`config.mk`:
```
export PLATFORM = sky130hd
export DESIGN_NAME = vad_cordic
export DESIGN_NICKNAME = d
export VERILOG_FILES = /design/src/hw/rtl/assert_macros.svh /design/src/hw/rtl/vad_pkg.sv /design/src/hw/rtl/vad_cordic.sv
export SDC_FILE = /design/constraint.sdc
export NUM_CORES = 2
export LEC_CHECK = 0
export BUFFER_PORTS_ARGS = -buffer_cell sky130_fd_sc_hd__buf_2
export CORE_MARGIN = 8
export CORE_UTILIZATION = 45
export CTS_BUF_LIST = sky130_fd_sc_hd__clkbuf_2
export DETAILED_ROUTE_END_ITERATION = 16
export HOLD_SLACK_MARGIN = 0.02
export PLACE_DENSITY = 0.67
export SLEW_MARGIN = 40
export SYNTH_ARGS = -nofsm -noshare
export SYNTH_HDL_FRONTEND = slang
export SYNTH_SLANG_ARGS = --single-unit
```
`constraint.sdc`:
```
create_clock -name clk -period 3.99 [get_ports clk]
set_input_delay 0.5985 -clock clk [delete_from_list [all_inputs] [get_ports clk]]
set_output_delay 0.5985 -clock clk [all_outputs]
set_load 0.01 [all_outputs]
```
`src/hw/rtl/assert_macros.svh`:
```
// Assertion macros used by the top level of the vector angle block.
`ifndef ASSERT_MACROS_SVH
`define ASSERT_MACROS_SVH

`ifndef NO_ASSERTIONS

// Checks that an expression holds at every clock edge outside reset.
`define ASSERT_ALWAYS(lbl, clk, rst, expr, msg) \
  lbl: assert property (@(posedge clk) disable iff (rst) (expr)) else $error(msg);

// Checks that a consequent sequence follows whenever the antecedent holds.
`define ASSERT_IMPLY(lbl, clk, rst, ante, cons, msg) \
  lbl: assert property (@(posedge clk) disable iff (rst) (ante) |-> cons) else $error(msg);

`else

`define ASSERT_ALWAYS(lbl, clk, rst, expr, msg)
`define ASSERT_IMPLY(lbl, clk, rst, ante, cons, msg)

`endif

`endif

```
`src/hw/rtl/vad_pkg.sv`:
```
// Package with the constants and arctangent table of the vector angle block.
package vad_pkg;

  // Default configuration of the datapath.
  localparam int DEF_CORDIC_STEPS = 16;
  localparam int DEF_COORD_WIDTH  = 16;

  // Fraction bits added below the coordinates before iterating.
  localparam int GUARD_BITS = 8;

  // Width of the binary angle accumulator (one turn is 2^32).
  localparam int ZW = 32;

  // Width of the rounded binary angle (one turn is 2^16).
  localparam int AW = 16;

  // Width of the angle in degrees.
  localparam int DW = 9;

  // Degrees in one turn.
  localparam logic [DW-1:0] DEG_PER_TURN = 9'd360;

  // Half a turn in accumulator units.
  localparam logic [ZW-1:0] HALF_TURN = 32'h8000_0000;

  // Number of entries in the arctangent table.
  localparam int ATAN_TABLE_SIZE = 24;

  // atan(2^-i) in accumulator units, rounded to nearest.
  localparam logic [ZW-1:0] ATAN_TURN32 [ATAN_TABLE_SIZE] = '{
    32'h20000000, 32'h12E4051E, 32'h09FB385B, 32'h051111D4,
    32'h028B0D43, 32'h0145D7E1, 32'h00A2F61E, 32'h00517C55,
    32'h0028BE53, 32'h00145F2F, 32'h000A2F98, 32'h000517CC,
    32'h00028BE6, 32'h000145F3, 32'h0000A2FA, 32'h0000517D,
    32'h000028BE, 32'h0000145F, 32'h00000A30, 32'h00000518,
    32'h0000028C, 32'h00000146, 32'h000000A3, 32'h00000051
  };

endpackage

```
`src/hw/rtl/vad_cordic.sv`:
```
// Pipelined CORDIC vectoring lane that turns one vector into a 16-bit binary angle.
module vad_cordic import vad_pkg::*; #(
  parameter int CORDIC_STEPS = DEF_CORDIC_STEPS,
  parameter int COORD_WIDTH  = DEF_COORD_WIDTH
) (
  input  logic                   clk,
  input  logic                   rst,
  input  logic                   in_valid,
  input  logic [COORD_WIDTH-1:0] x,
  input  logic [COORD_WIDTH-1:0] y,
  output logic                   out_valid,
  output logic [AW-1:0]          angle
);

  // Iterations actually run, limited by the table.
  localparam int STEPS = (CORDIC_STEPS > ATAN_TABLE_SIZE) ? ATAN_TABLE_SIZE : CORDIC_STEPS;
  // Sign-extended coordinate width, room for negation and CORDIC gain.
  localparam int EW = COORD_WIDTH + 2;
  // Working width with guard bits.
  localparam int XW = EW + GUARD_BITS;

  logic signed [XW-1:0] x_pipe [STEPS+1];
  logic signed [XW-1:0] y_pipe [STEPS+1];
  logic [ZW-1:0]        z_pipe [STEPS+1];
  logic                 zero_pipe [STEPS+1];
  logic                 vld_pipe [STEPS+1];

  logic signed [EW-1:0] x_ext;
  logic signed [EW-1:0] y_ext;
  logic                 x_neg;
  logic                 is_zero;

  // Sign extension, left half-plane fold and zero detection.
  assign x_ext   = {{(EW-COORD_WIDTH){x[COORD_WIDTH-1]}}, x};
  assign y_ext   = {{(EW-COORD_WIDTH){y[COORD_WIDTH-1]}}, y};
  assign x_neg   = x[COORD_WIDTH-1];
  assign is_zero = (x == '0) && (y == '0);

  // Entry stage: fold into the right half-plane and add guard bits.
  always_ff @(posedge clk) begin
    if (rst) begin
      vld_pipe[0] <= 1'b0;
    end else begin
      vld_pipe[0] <= in_valid;
    end
    x_pipe[0]    <= x_neg ? {-x_ext, {GUARD_BITS{1'b0}}} : {x_ext, {GUARD_BITS{1'b0}}};
    y_pipe[0]    <= x_neg ? {-y_ext, {GUARD_BITS{1'b0}}} : {y_ext, {GUARD_BITS{1'b0}}};
    z_pipe[0]    <= x_neg ? HALF_TURN : '0;
    zero_pipe[0] <= is_zero;
  end

  // One register stage per micro-rotation; the shift by k is fixed wiring.
  for (genvar k = 0; k < STEPS; k++) begin : g_iter
    logic signed [XW-1:0] dx;
    logic signed [XW-1:0] dy;
    logic                 y_pos;

    assign dx    = y_pipe[k] >>> k;
    assign dy    = x_pipe[k] >>> k;
    assign y_pos = !y_pipe[k][XW-1];

    always_ff @(posedge clk) begin
      if (rst) begin
        vld_pipe[k+1] <= 1'b0;
      end else begin
        vld_pipe[k+1] <= vld_pipe[k];
      end
      if (y_pos) begin
        x_pipe[k+1] <= x_pipe[k] + dx;
        y_pipe[k+1] <= y_pipe[k] - dy;
        z_pipe[k+1] <= z_pipe[k] + ATAN_TURN32[k];
      end else begin
        x_pipe[k+1] <= x_pipe[k] - dx;
        y_pipe[k+1] <= y_pipe[k] + dy;
        z_pipe[k+1] <= z_pipe[k] - ATAN_TURN32[k];
      end
      zero_pipe[k+1] <= zero_pipe[k];
    end
  end

  // Round the accumulator to 16 bits; a zero vector has angle zero.
  always_ff @(posedge clk) begin
    if (rst) begin
      out_valid <= 1'b0;
    end else begin
      out_valid <= vld_pipe[STEPS];
    end
    if (zero_pipe[STEPS]) begin
      angle <= '0;
    end else begin
      angle <= z_pipe[STEPS][ZW-1:ZW-AW] + {{(AW-1){1'b0}}, z_pipe[STEPS][ZW-AW-1]};
    end
  end

endmodule

```
==> out/results.ini <==
[place]
dpl.hpwl_um = 168000
port_buffers = 51
gp_congestion = 0.9335
placed_cell_area_um2 = 89010
dp_slack_ps = -86.56

[logic_synthesis]
netlist-cell-type-count = 88
syn_inst = 9819
syn-cell-area_um2 = 83830
synth_edf_count = 0
seq_area_frac_synth_pct = 28.18
yosys_warnings = 0
async_flop_share_pct = 0
synth-seq-cells = 1180
syn_avg_cell_area_um2 = 8.537
synthFlopType = dfxtp_1

[final_layout]
fin_nets = 11670
drive_gt1_share_pct = 10.33
fin_area_um2 = 93770
area_growth_pct = 11.87

[clock_network]
cts_buffer_depth = 4
cts_root_buffer = clkbuf_2
cts_tree = done
h-tree-depth = 5
clock_latency_ps = 1820
cts_buffers = 330
clk_pin_slew_ps = 110
clock-sinks = 1180

[floorplan]
fp.dieW_um = 447.6
pin_count = 52
die_h_um = 447.6
std_cell_rows = 158
die_area_um2 = 200400
fp.coreArea_um2 = 185200
start_util_pct = 45.25

[sta]
rsz0062_at_grt = yes
slew_headroom_pct = 18.96
final.period_utilization_pct = 99.79
fmax_mhz = 251.2
max_slew.worst_pin.slew_ps = 1216
period_minus_slack_ps = 3981
fin_ws_ps = 8.554
finalSetupViolations = 0
hold_viol = 0
fin_worst_skew_ps = 225.5
slew_violations = 0

[route]
avgViaCountPerCell = 5.482
postRouteAntennaNets = 0
vias = 72330
drtIter0Drc = 4325
dr.pass1.iters = 6
wl_per_cell_um = 16.15
drc = 0
routed_wirelength_um = 213100

[worst_setup_path]
worst_path_most_repeated_cell = buf_4
crit_path_max_incr_delay_ps = 390
criticalPathCategory = flop to flop
r2r_slack_ps = 9
cp-start-kind = flop
r2r-start = y_pipe[6][8]
critPathSlowestCell = o41a_4
crit_arrival_ps = 5600
crit_fanout = 3
reg2reg_depth = 17
crit_path_end_kind = flop
path_cells = nor2_4 > nand4b_1 > or2_4 > o41ai_4 > xor2_1 > ha_1 > a21o_1 > a21o_1 > a21oi_2 > and2b_4 > a311o_1 > o41a_4 > a2111oi_4 > buf_4 > buf_4 > buf_4 > a2bb2oi_1
required_ps = 5610
regToRegEndpoint = x_pipe[7][20]

[global_routing]
grt_start_max_net_pins = 60
grt_pass1_vias = 70420
grt_first_pass_wirelength_um = 346200
grt_usage_pct = 20.39
overflow = 0
antenna_found_initial = 5

[flow_run]
cap_violations = 0

[min_path]
min_path_cells = 0
min_to = zero_pipe[0][16]
worstHoldStart = zero_pipe[0][15]
hp-class = flop to flop

[run_status]
status = complete, no violations

[synthesized netlist by cell type (79+ instances only)]
master | instances | share of area, %
nand2b_1 | 148 | 1.1
a31oi_1 | 113 | 0.84
ha_1 | 1124 | 17
clkbuf_1 | 132 | 0.59
nand2_1 | 481 | 2.2
a21o_1 | 446 | 4.0
xnor2_1 | 887 | 9.3
o21ai_0 | 457 | 2.7
nor2b_1 | 192 | 1.4
a211oi_1 | 79 | 0.71
inv_1 | 435 | 1.9
nor2_1 | 906 | 4.1
a21oi_1 | 964 | 5.8
nor3_1 | 270 | 1.6
xor2_1 | 480 | 5.0
and3_1 | 107 | 0.80
o21a_1 | 158 | 1.4
o21bai_1 | 137 | 1.2
nand3_1 | 151 | 0.90
dfxtp_1 | 1180 | 28
[worst max path at each step]
stage,end,start,slack (ps),cells after the start
3_3_place_gp,y_pipe[12][22],x_pipe[11][12],-120,18
3_5_place_dp,x_pipe[7][22],y_pipe[6][9],-90,16
2_1_floorplan,y_pipe[5][24],y_pipe[4][25],20,16
6_report,x_pipe[7][20],y_pipe[6][8],9,17
4_1_cts,x_pipe[7][22],y_pipe[6][8],-30,16
5_1_grt,x_pipe[7][24],y_pipe[6][8],-130,16
[critical path, delay by kind of cell (launching register included)]
family,cells,cell delay (ps)
AOI/OAI and AO/OA,8,1960
buffers and inverters,3,360
and+or+nand+nor,4,780
DFF,1,340
adders and majority gates,1,260
xor gates and xnor gates,1,180
[per-stage QoR]
stage	hold slack, ps	cells	util (%)	setup TNS [ps]
floorplan	309.6	9820	-	0
global placement	310.2	12500	48.05	-304.1
detailed placement	312.1	12500	48.05	-152.9
CTS	30.14	13170	50.20	-32.75
global route	106.2	13190	50.62	-544.7
finish	304.6	13190	50.62	0
[routing by layer]
layer  global-route usage (%)  wire length (um)  vias up
met3                    3.365              9041      443
met5                        0                 0        -
met4                    8.308              7623        0
li1                         -                 -    36620
met2                    34.79            100400     1602
met1                    25.56             96100    33660
[kinds of logic after synthesis]
group / share of synthesized area, %
AO/OA/AOI/OAI: 21.40
XOR/XNOR: 14.28
adder cells (fa/ha/maj): 17.61
buffers and inverters: 2.669
flip-flops: 28.18
multiplexers: 0.7030
other: 0.004474
AND/OR/NAND/NOR: 15.15
[area by class of cell]
type                       count  area [um2]
sequential                  1180       23650
tap                         2480        3103
clock inverter               130       664.4
multi-input combinational   8044       58680
antenna                       16       40.04
timing repair buffer         485        3884
fill                       17630       91460
inverter                     437        1645
clock buffer                 421        2107
[cells in the final DEF, fill, tap and decap left out, types with 113 or more instances in the layout]
cell | synthesis | routed
dfxtp_1 | 1180 | 1162
nand3_1 | 151 | 151
nor2_1 | 906 | 900
clkbuf_2 | 0 | 421
xnor2_1 | 887 | 884
nand2b_1 | 148 | 148
o21bai_1 | 137 | 137
buf_4 | 0 | 314
o21a_1 | 158 | 158
nor3_1 | 270 | 254
a21oi_1 | 964 | 945
ha_1 | 1124 | 1120
nor2b_1 | 192 | 186
nand2_1 | 481 | 480
o21ai_0 | 457 | 449
dlygate4sd3_1 | 0 | 113
xor2_1 | 480 | 480
a21o_1 | 446 | 446
inv_1 | 435 | 434
[what timing repair did]
item,4_1_cts,5_1_grt
setup endpoints to repair,5,94
cloned,0,0
endpoints found under the hold margin,54,0
gates resized for setup,9,151
hold buffers,113,0
pin swaps,10,29
buffers inserted,3,10
[flip-flops by register name (all words and copies together), names as in the netlist]
name       flops
angle         16
out_valid      1
zero_pipe     17
z_pipe       426
y_pipe       360
x_pipe       343
vld_pipe      17
Power is left out: the tool's default activity adds up to more than one toggle a clock period on the data nets, which glitch-free logic cannot reach.
